--- src/hw/rtl/aes128_block_cipher_ecb_cbc_assert.svh ---
// ---------------------------------------------------------------------------
// AES assertion macros
// Concurrent assertion wrappers, compiled out when SYNTH is defined.
// ---------------------------------------------------------------------------
`ifndef AES128_BLOCK_CIPHER_ECB_CBC_ASSERT_SVH
`define AES128_BLOCK_CIPHER_ECB_CBC_ASSERT_SVH
`ifndef SYNTH
// Consequent must hold in the same cycle as the antecedent.
`define AES_ASSERT_IMP(label, clk, rst, ante, cons) \
   label: assert property (@(posedge clk) disable iff (rst) (ante) |-> (cons)) \
      else $error("AES assertion failed: same-cycle implication");
// Consequent must hold in the cycle after the antecedent.
`define AES_ASSERT_NEXT(label, clk, rst, ante, cons) \
   label: assert property (@(posedge clk) disable iff (rst) (ante) |=> (cons)) \
      else $error("AES assertion failed: next-cycle implication");
`else
`define AES_ASSERT_IMP(label, clk, rst, ante, cons)
`define AES_ASSERT_NEXT(label, clk, rst, ante, cons)
`endif
`endif

--- src/hw/rtl/aes_pkg.sv ---
// ---------------------------------------------------------------------------
// AES package
// Shared constants, S-box tables, field helpers and inter-module structs.
// ---------------------------------------------------------------------------
package aes_pkg;

   localparam int BLOCK_W    = 128;
   localparam int HALF_W     = 64;
   localparam int NUM_ROUNDS = 10;
   localparam int NUM_RKEYS  = 11;
   localparam int RK_ADDR_W  = 4;
   localparam int CSR_IDX_W  = 3;

   localparam logic [CSR_IDX_W-1:0] CSR_KEY_HIGH      = 3'd0;
   localparam logic [CSR_IDX_W-1:0] CSR_KEY_LOW       = 3'd1;
   localparam logic [CSR_IDX_W-1:0] CSR_IV_HIGH       = 3'd2;
   localparam logic [CSR_IDX_W-1:0] CSR_IV_LOW        = 3'd3;
   localparam logic [CSR_IDX_W-1:0] CSR_DECRYPT_MODE  = 3'd4;
   localparam logic [CSR_IDX_W-1:0] CSR_CHAINING_MODE = 3'd5;

   localparam logic [7:0] GF_POLY    = 8'h1b;
   localparam logic [7:0] RCON_FIRST = 8'h01;
   localparam logic [RK_ADDR_W-1:0] LAST_ROUND = RK_ADDR_W'(NUM_ROUNDS);

   typedef struct packed {
      logic start;
      logic decrypt;
      logic out_free;
   } eng_ctrl_type;

   typedef struct packed {
      logic busy;
      logic done;
   } eng_stat_type;

   localparam logic [7:0] FWD_SBOX [256] = '{
      8'h63,8'h7c,8'h77,8'h7b,8'hf2,8'h6b,8'h6f,8'hc5,
      8'h30,8'h01,8'h67,8'h2b,8'hfe,8'hd7,8'hab,8'h76,
      8'hca,8'h82,8'hc9,8'h7d,8'hfa,8'h59,8'h47,8'hf0,
      8'had,8'hd4,8'ha2,8'haf,8'h9c,8'ha4,8'h72,8'hc0,
      8'hb7,8'hfd,8'h93,8'h26,8'h36,8'h3f,8'hf7,8'hcc,
      8'h34,8'ha5,8'he5,8'hf1,8'h71,8'hd8,8'h31,8'h15,
      8'h04,8'hc7,8'h23,8'hc3,8'h18,8'h96,8'h05,8'h9a,
      8'h07,8'h12,8'h80,8'he2,8'heb,8'h27,8'hb2,8'h75,
      8'h09,8'h83,8'h2c,8'h1a,8'h1b,8'h6e,8'h5a,8'ha0,
      8'h52,8'h3b,8'hd6,8'hb3,8'h29,8'he3,8'h2f,8'h84,
      8'h53,8'hd1,8'h00,8'hed,8'h20,8'hfc,8'hb1,8'h5b,
      8'h6a,8'hcb,8'hbe,8'h39,8'h4a,8'h4c,8'h58,8'hcf,
      8'hd0,8'hef,8'haa,8'hfb,8'h43,8'h4d,8'h33,8'h85,
      8'h45,8'hf9,8'h02,8'h7f,8'h50,8'h3c,8'h9f,8'ha8,
      8'h51,8'ha3,8'h40,8'h8f,8'h92,8'h9d,8'h38,8'hf5,
      8'hbc,8'hb6,8'hda,8'h21,8'h10,8'hff,8'hf3,8'hd2,
      8'hcd,8'h0c,8'h13,8'hec,8'h5f,8'h97,8'h44,8'h17,
      8'hc4,8'ha7,8'h7e,8'h3d,8'h64,8'h5d,8'h19,8'h73,
      8'h60,8'h81,8'h4f,8'hdc,8'h22,8'h2a,8'h90,8'h88,
      8'h46,8'hee,8'hb8,8'h14,8'hde,8'h5e,8'h0b,8'hdb,
      8'he0,8'h32,8'h3a,8'h0a,8'h49,8'h06,8'h24,8'h5c,
      8'hc2,8'hd3,8'hac,8'h62,8'h91,8'h95,8'he4,8'h79,
      8'he7,8'hc8,8'h37,8'h6d,8'h8d,8'hd5,8'h4e,8'ha9,
      8'h6c,8'h56,8'hf4,8'hea,8'h65,8'h7a,8'hae,8'h08,
      8'hba,8'h78,8'h25,8'h2e,8'h1c,8'ha6,8'hb4,8'hc6,
      8'he8,8'hdd,8'h74,8'h1f,8'h4b,8'hbd,8'h8b,8'h8a,
      8'h70,8'h3e,8'hb5,8'h66,8'h48,8'h03,8'hf6,8'h0e,
      8'h61,8'h35,8'h57,8'hb9,8'h86,8'hc1,8'h1d,8'h9e,
      8'he1,8'hf8,8'h98,8'h11,8'h69,8'hd9,8'h8e,8'h94,
      8'h9b,8'h1e,8'h87,8'he9,8'hce,8'h55,8'h28,8'hdf,
      8'h8c,8'ha1,8'h89,8'h0d,8'hbf,8'he6,8'h42,8'h68,
      8'h41,8'h99,8'h2d,8'h0f,8'hb0,8'h54,8'hbb,8'h16
   };

   localparam logic [7:0] INV_SBOX [256] = '{
      8'h52,8'h09,8'h6a,8'hd5,8'h30,8'h36,8'ha5,8'h38,
      8'hbf,8'h40,8'ha3,8'h9e,8'h81,8'hf3,8'hd7,8'hfb,
      8'h7c,8'he3,8'h39,8'h82,8'h9b,8'h2f,8'hff,8'h87,
      8'h34,8'h8e,8'h43,8'h44,8'hc4,8'hde,8'he9,8'hcb,
      8'h54,8'h7b,8'h94,8'h32,8'ha6,8'hc2,8'h23,8'h3d,
      8'hee,8'h4c,8'h95,8'h0b,8'h42,8'hfa,8'hc3,8'h4e,
      8'h08,8'h2e,8'ha1,8'h66,8'h28,8'hd9,8'h24,8'hb2,
      8'h76,8'h5b,8'ha2,8'h49,8'h6d,8'h8b,8'hd1,8'h25,
      8'h72,8'hf8,8'hf6,8'h64,8'h86,8'h68,8'h98,8'h16,
      8'hd4,8'ha4,8'h5c,8'hcc,8'h5d,8'h65,8'hb6,8'h92,
      8'h6c,8'h70,8'h48,8'h50,8'hfd,8'hed,8'hb9,8'hda,
      8'h5e,8'h15,8'h46,8'h57,8'ha7,8'h8d,8'h9d,8'h84,
      8'h90,8'hd8,8'hab,8'h00,8'h8c,8'hbc,8'hd3,8'h0a,
      8'hf7,8'he4,8'h58,8'h05,8'hb8,8'hb3,8'h45,8'h06,
      8'hd0,8'h2c,8'h1e,8'h8f,8'hca,8'h3f,8'h0f,8'h02,
      8'hc1,8'haf,8'hbd,8'h03,8'h01,8'h13,8'h8a,8'h6b,
      8'h3a,8'h91,8'h11,8'h41,8'h4f,8'h67,8'hdc,8'hea,
      8'h97,8'hf2,8'hcf,8'hce,8'hf0,8'hb4,8'he6,8'h73,
      8'h96,8'hac,8'h74,8'h22,8'he7,8'had,8'h35,8'h85,
      8'he2,8'hf9,8'h37,8'he8,8'h1c,8'h75,8'hdf,8'h6e,
      8'h47,8'hf1,8'h1a,8'h71,8'h1d,8'h29,8'hc5,8'h89,
      8'h6f,8'hb7,8'h62,8'h0e,8'haa,8'h18,8'hbe,8'h1b,
      8'hfc,8'h56,8'h3e,8'h4b,8'hc6,8'hd2,8'h79,8'h20,
      8'h9a,8'hdb,8'hc0,8'hfe,8'h78,8'hcd,8'h5a,8'hf4,
      8'h1f,8'hdd,8'ha8,8'h33,8'h88,8'h07,8'hc7,8'h31,
      8'hb1,8'h12,8'h10,8'h59,8'h27,8'h80,8'hec,8'h5f,
      8'h60,8'h51,8'h7f,8'ha9,8'h19,8'hb5,8'h4a,8'h0d,
      8'h2d,8'he5,8'h7a,8'h9f,8'h93,8'hc9,8'h9c,8'hef,
      8'ha0,8'he0,8'h3b,8'h4d,8'hae,8'h2a,8'hf5,8'hb0,
      8'hc8,8'heb,8'hbb,8'h3c,8'h83,8'h53,8'h99,8'h61,
      8'h17,8'h2b,8'h04,8'h7e,8'hba,8'h77,8'hd6,8'h26,
      8'he1,8'h69,8'h14,8'h63,8'h55,8'h21,8'h0c,8'h7d
   };

   function automatic logic [7:0] sub_fwd(input logic [7:0] x);
      return FWD_SBOX[x];
   endfunction

   function automatic logic [7:0] sub_inv(input logic [7:0] x);
      return INV_SBOX[x];
   endfunction

   function automatic logic [7:0] xtime(input logic [7:0] a);
      return {a[6:0], 1'b0} ^ (a[7] ? GF_POLY : 8'h00);
   endfunction

   // Round key slot used by a given round; decryption walks the schedule backwards.
   function automatic logic [RK_ADDR_W-1:0] rk_index(input logic dec,
                                                     input logic [RK_ADDR_W-1:0] rnd);
      return dec ? (LAST_ROUND - rnd) : rnd;
   endfunction

endpackage

--- src/hw/rtl/aes_key_sched.sv ---
// ---------------------------------------------------------------------------
// AES key schedule
// Expands the cipher key into eleven round keys held in two 64-bit memories.
// ---------------------------------------------------------------------------
module aes_key_sched
   import aes_pkg::*;
(
   input  logic                 clock,
   input  logic                 reset,
   input  logic                 key_load,
   input  logic [BLOCK_W-1:0]   key,
   input  logic [RK_ADDR_W-1:0] rd_addr,
   output logic [BLOCK_W-1:0]   rd_key,
   output logic                 ready
);

   logic [HALF_W-1:0]    rk_hi_mem_ff [NUM_RKEYS];
   logic [HALF_W-1:0]    rk_lo_mem_ff [NUM_RKEYS];
   logic [HALF_W-1:0]    rd_hi_ff;
   logic [HALF_W-1:0]    rd_lo_ff;
   logic                 ready_ff;
   logic [RK_ADDR_W-1:0] cnt_ff;
   logic [BLOCK_W-1:0]   cur_ff;
   logic [7:0]           rcon_ff;
   logic [BLOCK_W-1:0]   wkey;
   logic [BLOCK_W-1:0]   next_rk;

   always_comb begin
      logic [31:0] w0, w1, w2, w3, t;
      w0 = cur_ff[127:96];
      w1 = cur_ff[95:64];
      w2 = cur_ff[63:32];
      w3 = cur_ff[31:0];
      t  = {sub_fwd(w3[23:16]) ^ rcon_ff, sub_fwd(w3[15:8]), sub_fwd(w3[7:0]),
            sub_fwd(w3[31:24])};
      w0 = w0 ^ t;
      w1 = w1 ^ w0;
      w2 = w2 ^ w1;
      w3 = w3 ^ w2;
      next_rk = {w0, w1, w2, w3};
   end

   assign wkey = (cnt_ff == '0) ? key : next_rk;

   always_ff @(posedge clock) begin
      if (!ready_ff) begin
         rk_hi_mem_ff[cnt_ff] <= wkey[BLOCK_W-1:HALF_W];
         rk_lo_mem_ff[cnt_ff] <= wkey[HALF_W-1:0];
         cur_ff               <= wkey;
         rcon_ff              <= (cnt_ff == '0) ? RCON_FIRST : xtime(rcon_ff);
      end
      rd_hi_ff <= rk_hi_mem_ff[rd_addr];
      rd_lo_ff <= rk_lo_mem_ff[rd_addr];
   end

   always_ff @(posedge clock) begin
      if (reset || key_load) begin
         ready_ff <= 1'b0;
         cnt_ff   <= '0;
      end else if (!ready_ff) begin
         if (cnt_ff == LAST_ROUND) begin
            ready_ff <= 1'b1;
            cnt_ff   <= '0;
         end else begin
            cnt_ff <= cnt_ff + 1'b1;
         end
      end
   end

   assign rd_key = {rd_hi_ff, rd_lo_ff};
   assign ready  = ready_ff;

endmodule

--- config.mk ---
export PLATFORM = sky130hd
export DESIGN_NAME = aes_key_sched
export DESIGN_NICKNAME = d
export VERILOG_FILES = /design/src/hw/rtl/aes128_block_cipher_ecb_cbc_assert.svh /design/src/hw/rtl/aes_pkg.sv /design/src/hw/rtl/aes_key_sched.sv
export SDC_FILE = /design/constraint.sdc
export NUM_CORES = 2
export LEC_CHECK = 0
export CORE_UTILIZATION = 35
export CTS_CLUSTER_SIZE = 30
export DETAILED_ROUTE_END_ITERATION = 8
export DONT_BUFFER_PORTS = 1
export SLEW_MARGIN = 20
export SYNTH_ARGS = -nofsm -noshare
export SYNTH_HDL_FRONTEND = slang
export SYNTH_SLANG_ARGS = --single-unit
--- constraint.sdc ---
create_clock -name clock -period 13.2 [get_ports clock]
set_clock_uncertainty 0.05 [all_clocks]
set_input_delay 0 -clock clock [delete_from_list [all_inputs] [get_ports clock]]
set_output_delay 0 -clock clock [all_outputs]
set_load 0.05 [all_outputs]
Word level (Yosys, flattened, before mapping)
Memory sizes are Yosys's and may differ from the RTL's. A register that Yosys moved wholly into a read port is not among the register bits.
Index checks and enable logic that the tools add are counted.
{"block": "op_classes", "addsub": 1, "n_lt_le_gt_ge": 4, "eq_ne": 1, "muxes": 14, "n_bitwise": 10, "n_reduce_logical": 2}
{"cell": "128-bit 2-to-1 mux", "count": 1}
{"cell": "32-bit XOR", "count": 4}
{"cell": "8-bit 2-to-1 mux", "count": 8}
{"cell": "9-bit greater-or-equal comparator, second input constant", "count": 4}
{"cell": "8-bit NOT with 9-bit output", "count": 4}
{"cell": "8-bit by 5-bit XOR with 8-bit output", "count": 1}
{"cell": "8-bit XOR", "count": 1}
{"cell": "5-bit 2-to-1 mux", "count": 1}
{"cell": "4-bit by 1-bit adder with 4-bit output, second input constant", "count": 1}
{"cell": "4-bit equality test, second input constant", "count": 1}
{"cell": "4-bit logical NOT", "count": 1}
{"cell": "4-bit 2-to-1 mux", "count": 1}
{"cell": "1-bit 2-to-1 mux", "count": 3}
{"cell": "1-bit logical OR", "count": 1}
{"block": "totals", "reg_bits": 141, "mem_bits_rw": 1408, "mem_bits_ro": 8192, "output_inout_bits": 129, "wordCells": 42, "memories": 6}
{"name": "(name not given)", "depth": 256, "word_bits": 8, "rd": 1, "rd_ports_with_merged_regs": 0, "wr": 0, "line_no": "aes_pkg.sv:107", "text": "return FWD_SBOX[x];"}
{"name": "(name not given)", "depth": 256, "word_bits": 8, "rd": 1, "rd_ports_with_merged_regs": 0, "wr": 0, "line_no": "aes_pkg.sv:107"}
{"name": "(name not given)", "depth": 256, "word_bits": 8, "rd": 1, "rd_ports_with_merged_regs": 0, "wr": 0, "line_no": "aes_pkg.sv:107"}
{"name": "(name not given)", "depth": 256, "word_bits": 8, "rd": 1, "rd_ports_with_merged_regs": 0, "wr": 0, "line_no": "aes_pkg.sv:107"}
{"name": "rk_hi_mem_ff", "depth": 11, "word_bits": 64, "rd": 1, "rd_ports_with_merged_regs": 1, "wr": 1, "line_no": "aes_key_sched.sv:17", "text": "logic [HALF_W-1:0] rk_hi_mem_ff [NUM_RKEYS];"}
{"name": "rk_lo_mem_ff", "depth": 11, "word_bits": 64, "rd": 1, "rd_ports_with_merged_regs": 1, "wr": 1, "line_no": "aes_key_sched.sv:18", "text": "logic [HALF_W-1:0] rk_lo_mem_ff [NUM_RKEYS];"}

Logic depth before layout (Yosys ltp)
{"block": "logic_depth", "ltp_word": 10, "mapped_depth": 16, "depth_no_buf": 11}

Least setup slack after synthesis
OpenSTA, ideal clock, no wires.
{"block": "synth_path", "path_kind": "reg2reg", "from": "register ready_ff (netlist: ready)", "to": "memory rk_hi_mem_ff[8][0], enable pin", "setup_time_ps": 929, "arrival_ps": 12841, "t_required_ps": 12221, "slack_ps": -620, "path_stages_with_launch": 3, "synth_period_minus_slack_ps": 13820, "path_cell_list": "dfxtp_1 > clkbuf_1 > nor4_1"}
{"block": "synth_between", "elab_chain_cells": 1}
{"element": "from (decl)", "line_no": "aes_key_sched.sv:21", "text": "logic ready_ff;"}
{"element": "from (signal assigned)", "line_no": "aes_key_sched.sv:58", "text": "ready_ff <= 1'b0;"}
{"element": "from (signal assigned)", "line_no": "aes_key_sched.sv:62", "text": "ready_ff <= 1'b1;"}
{"element": "1-bit 2-to-1 mux (not written as such)", "line_no": "aes_key_sched.sv:47", "text": "rk_hi_mem_ff[cnt_ff] <= wkey[BLOCK_W-1:HALF_W];"}
{"element": "to (decl)", "line_no": "aes_key_sched.sv:17"}
Every way passes these cells.

Worst setup path after layout
{"block": "layout_path", "from": "register cur_ff[25]", "to": "memory rk_lo_mem_ff[7][1] (data pin)"}
{"block": "layout_between", "elab_chain_cells": 9}
{"element": "from (decl)", "line_no": "aes_key_sched.sv:23", "text": "logic [BLOCK_W-1:0] cur_ff;"}
{"element": "from (signal assigned)", "line_no": "aes_key_sched.sv:49", "text": "cur_ff <= wkey;"}
{"element": "8-bit NOT with 9-bit output (not written as such)", "line_no": "aes_pkg.sv:107"}
{"element": "memory 256 x 8 bit"}
{"element": "8-bit 2-to-1 mux (not written as such) (2 in a row)", "line_no": "aes_pkg.sv:107"}
{"element": "32-bit XOR", "line_no": "aes_key_sched.sv:36", "text": "w0 = w0 ^ t;"}
{"element": "32-bit XOR", "line_no": "aes_key_sched.sv:37", "text": "w1 = w1 ^ w0;"}
{"element": "32-bit XOR", "line_no": "aes_key_sched.sv:38", "text": "w2 = w2 ^ w1;"}
{"element": "32-bit XOR", "line_no": "aes_key_sched.sv:39", "text": "w3 = w3 ^ w2;"}
{"element": "128-bit 2-to-1 mux", "line_no": "aes_key_sched.sv:43", "text": "assign wkey = (cnt_ff == '0) ? key : next_rk;"}
{"element": "net wkey[1]", "line_no": "aes_key_sched.sv:25", "text": "logic [BLOCK_W-1:0] wkey;"}
{"element": "to (decl)", "line_no": "aes_key_sched.sv:18"}
The timed path passes the listed nets, and every way through them passes these cells. The select of a mux whose other input is x is not followed.

==> impl_metrics.toml <==
[clocking]
clkSinkCount = 1677
worst_setup_hold_path_clk_slew_ns = 0.06
cts.repair_timing.setup_buffer_count = 0
cts.htree.levels = 4
tritoncts = "done"
cts.root.buffer_cell = "sky130_fd_sc_hd__clkbuf_16"
clk_latency_ns = 0.82
cts_resized = 0
numCtsBuffers = 173
cts.path.max_buffers = 3

[setup_path]
regToRegSetupSlack_ns = 7.47
start_kind = "flop"
cpPeakStageDelay_ns = 0.73
timing.critical_path.fanout_max = 37
cp-startpoint = "cur_ff[25]"
worst_path_required_ns = 13.65
critPathSlowestCell = "sky130_fd_sc_hd__ha_1"
timing.critical_path.cells = "buf_4 -> clkinv_1 -> ha_1 -> buf_4 -> and2_1 -> nor2_1 -> mux4_2 -> a222oi_1 -> mux2i_1 -> nand4_1 -> xnor2_1 -> xnor2_1 -> o21ai_1"
worst_r2r_path_depth = 13
endpoint_type_of_the_worst_setup_path = "flop"
regToRegStartpoint = "cur_ff[25]"
rr_endpoint = "rk_lo_mem_ff[7][1]"
critPathArrivalTime_ns = 6.19
critPathKind = "reg -> reg"

[synth]
synth_top_family_by_area = "multiplexers"
asyncSetResetFlopFracSynth_pct = 0
muxShareOfSynthArea_pct = 14.7
synth-compound-area-share_pct = 8.90
ys_ff_latch = 1677
synth_warnings = 0
postSynthAreaPerCell_um2 = 15.3
syn_inst = 5035
synth_area_um2 = 77300
yosys.area_share.adder_pct = 0.972
syn-num-nets = 5230
synth_top_flop_cell = "sky130_fd_sc_hd__edfxtp_1"
synth_cell_types = 105
synth-simple-area-share_pct = 6.78
synth_xor_xnor_area_share_pct = 2.42
sequential_to_total_area_share_from_yosys_stat_pct = 63.5
synth_enable_flop_cells = 1544

[placement]
dp.final_hpwl_mm = 157
port_buffers = 0
gp_congestion = 0.982
placed_cell_area_um2 = 80100

[outcome]
run_status = "completed"

[pwr]
power_density_over_cell_area_nw_per_um2 = 250
power.sequential.fraction_pct = 33.9
leakage_uw = 0.0283
pwr-share-comb_pct = 43.7
net-switching-power_uw = 9030
clockPowerShare_pct = 22.4
internal_power_uw = 12800
netSwitchingFraction_pct = 41.3
vdd_ir_drop_max_uv = 130
post_layout_power_uw = 21900

[detailed_routing]
route.detailed.wl_per_inst_um = 32.2
first_iter_violations = 6947
routed_wl_mm = 260
drt-vias-per-instance = 6.01
first_pass_iters = 6
detail_route.drc_violations = 0
vias = 48700
count_of_nets_left_with_antenna_violations_after_detail_routing = 0

[die]
die_x_um = 472
row_count = 172
top_level_ports = 264
die_h_um = 472
coreArea_um2 = 220000
floorplan.die_area_um2 = 223000
start_util_pct = 35.2

[sta]
minimum_clock_period_after_layout_ns = 5.73
setup_total_negative_slack_ns = 0
finalMaxSlewViolations = 0
max_clock_freq_ghz = 0.174
hold_viol = 0
grt_setup_unrepaired = "no"
max_slew.worst_pin.slew_ns = 1.31
final_critical_path_share_of_the_clock_period_pct = 43.4
timing.slew.headroom_pct = 12.9
setup-violations-final = 0

[grt]
pin_count_of_the_biggest_net_entering_global_routing = 343
grt_pass1_wl_mm = 367
gr_util_all_layers_pct = 22.9
grt-ovfl-total = 0
number_of_global_route_vias_before_repair = 47700
number_of_antenna_violations_at_the_first_check_in_global_routing = 28

[hold_path]
min-delay-path-class = "in -> reg"
worst_hold_path.num_cells = 2
min-delay-start = "key[62]"
whs_endpoint = "cur_ff[62]"

[final_layout]
nNetsFinal = 5260
area.sequential_um2 = 49000
area_of_combinational_cells_with_multiple_inputs_um2 = 26300
post_layout_inst_area_um2 = 87500
filler_cell_count = 20000
layout-drive-gt1-share_pct = 20.1
area_growth_pct = 13.3

[run]
maxCapViolCount = 0
final cells by class:
type	count	share of cell area [%]
Antenna cell	11	0.0315
Clock buffer	241	5.54
Clock inverter	76	0.969
Inverter	49	0.219
Multi-Input combinational cell	2888	30.0
Sequential cell	1677	56.0
Tap cell	2871	4.11
Timing Repair Buffer	276	3.08
timing repair:
| item | CTS | global route |
|---|---|---|
| hold buffers | 129 | 12 |
| hold endpoints to repair | 1453 | 100 |
| setup endpoints to repair | 0 | 0 |
cell usage in the layout (no fill, tap or decap), types with 23 or more instances in the layout:
cell                               n
sky130_fd_sc_hd__o311ai_0         47
sky130_fd_sc_hd__ha_1             60
sky130_fd_sc_hd__dfxtp_1         133
sky130_fd_sc_hd__nand2b_1        103
sky130_fd_sc_hd__xor2_1           49
sky130_fd_sc_hd__o21ai_0         182
sky130_fd_sc_hd__o21ai_1          37
sky130_fd_sc_hd__inv_1            38
sky130_fd_sc_hd__a311oi_1         34
sky130_fd_sc_hd__buf_4           124
sky130_fd_sc_hd__nor3_1           89
sky130_fd_sc_hd__o211ai_1         48
sky130_fd_sc_hd__nand3_1          69
sky130_fd_sc_hd__a221oi_1         30
sky130_fd_sc_hd__mux4_2          412
sky130_fd_sc_hd__nor2b_1          99
sky130_fd_sc_hd__o31ai_1          25
sky130_fd_sc_hd__dlygate4sd3_1   136
sky130_fd_sc_hd__edfxtp_1       1544
sky130_fd_sc_hd__clkbuf_1         46
sky130_fd_sc_hd__a31oi_1          57
sky130_fd_sc_hd__xnor2_1         102
sky130_fd_sc_hd__mux2i_1          49
sky130_fd_sc_hd__a21oi_1         199
sky130_fd_sc_hd__clkbuf_16       177
sky130_fd_sc_hd__a211o_1          23
sky130_fd_sc_hd__nor2_1          240
sky130_fd_sc_hd__a211oi_1         65
sky130_fd_sc_hd__o2111ai_1        23
sky130_fd_sc_hd__and2_1           33
sky130_fd_sc_hd__mux2_2          144
sky130_fd_sc_hd__nand2_1         237
cells by family (layout without fill, tap and decap cells):
kind of cell,Yosys count,in the layout
AO/OA/AOI/OAI,1002,1002
XOR/XNOR,177,177
adder cells (fa/ha/maj),60,60
buffers and inverters,470,642
flip-flops,1677,1677
multiplexers,605,605
other,0,11
AND/OR/NAND/NOR,1044,1044
power by group through the flow:
stage	registers (uW)	logic, uW	clock network [uW]
2_1_floorplan	7450	5920	0
3_3_place_gp	7510	9190	0
3_5_place_dp	7520	9090	0
4_1_cts	7420	9270	5000
5_1_grt	7460	9990	5190
6_report	7410	9560	4890
metrics by stage:
stage | util [%] | worst slack [ns] | instances | hold slack [ns]
after floorplan | - | 2.75 | 5035 | 0.0267
after global placement | 36.5 | 7.55 | 7613 | 0.0304
after detailed placement | 36.5 | 7.45 | 7613 | 0.0323
after CTS | 39.7 | 7.44 | 8059 | 0.00180
after global routing | 39.9 | 7.26 | 8081 | 0.00140
final | 39.9 | 7.47 | 8089 | 0.0420
how the worst max path moves through the flow:
stage                                      to  slack (ns)  cells past startpoint
after floorplan            rk_hi_mem_ff[4][0]        2.75                      4
after global placement     rk_lo_mem_ff[2][5]        7.55                     12
after detailed placement  rk_lo_mem_ff[0][35]        7.45                     12
after CTS                 rk_lo_mem_ff[0][35]        7.44                     12
after global routing       rk_lo_mem_ff[5][1]        7.26                     13
final                      rk_lo_mem_ff[7][1]        7.47                     13
cell usage after synthesis (65+ instances only):
master	count	area share, %
sky130_fd_sc_hd__edfxtp_1	1544	60
sky130_fd_sc_hd__mux4_2	412	12
sky130_fd_sc_hd__nor2_1	246	1.2
sky130_fd_sc_hd__nand2_1	237	1.2
sky130_fd_sc_hd__a21oi_1	213	1.4
sky130_fd_sc_hd__clkbuf_1	209	1.0
sky130_fd_sc_hd__o21ai_0	202	1.3
sky130_fd_sc_hd__mux2_2	144	2.1
sky130_fd_sc_hd__dfxtp_1	133	3.4
sky130_fd_sc_hd__buf_2	120	0.78
sky130_fd_sc_hd__nand2b_1	103	0.83
sky130_fd_sc_hd__xnor2_1	102	1.2
sky130_fd_sc_hd__nor2b_1	99	0.80
sky130_fd_sc_hd__nor3_1	93	0.60
sky130_fd_sc_hd__nand3_1	69	0.45
sky130_fd_sc_hd__a211oi_1	65	0.63
layer usage:
layer  vias to the layer above  track usage (%)  part of all wire, %
met1                     25500             31.2                   41
met2                      2431             35.9                   47
met5                         -                0                0.027
li1                      20200                -                    -
met3                       455             4.15                  7.7
met4                        10             9.75                  4.5
worst max-delay path: cells and delay by family (launching register included):
family	cells	cell delay (ns)
compound gates	2	1.06
flops	1	0.33
buf+inv	3	1.23
xor+xnor	2	0.54
fa+ha+maj	1	0.73
simple gates	3	0.74
mux	2	0.72
state kept, by name, indices dropped and copies added, names as in the netlist:
signal,cells
rcon_ff,8
cnt_ff,4
rd_lo_ff,64
rk_lo_mem_ff,704
cur_ff,128
rd_hi_ff,64
rk_hi_mem_ff,704
ready,1
No activity file was read; power rests on OpenSTA's default activity.
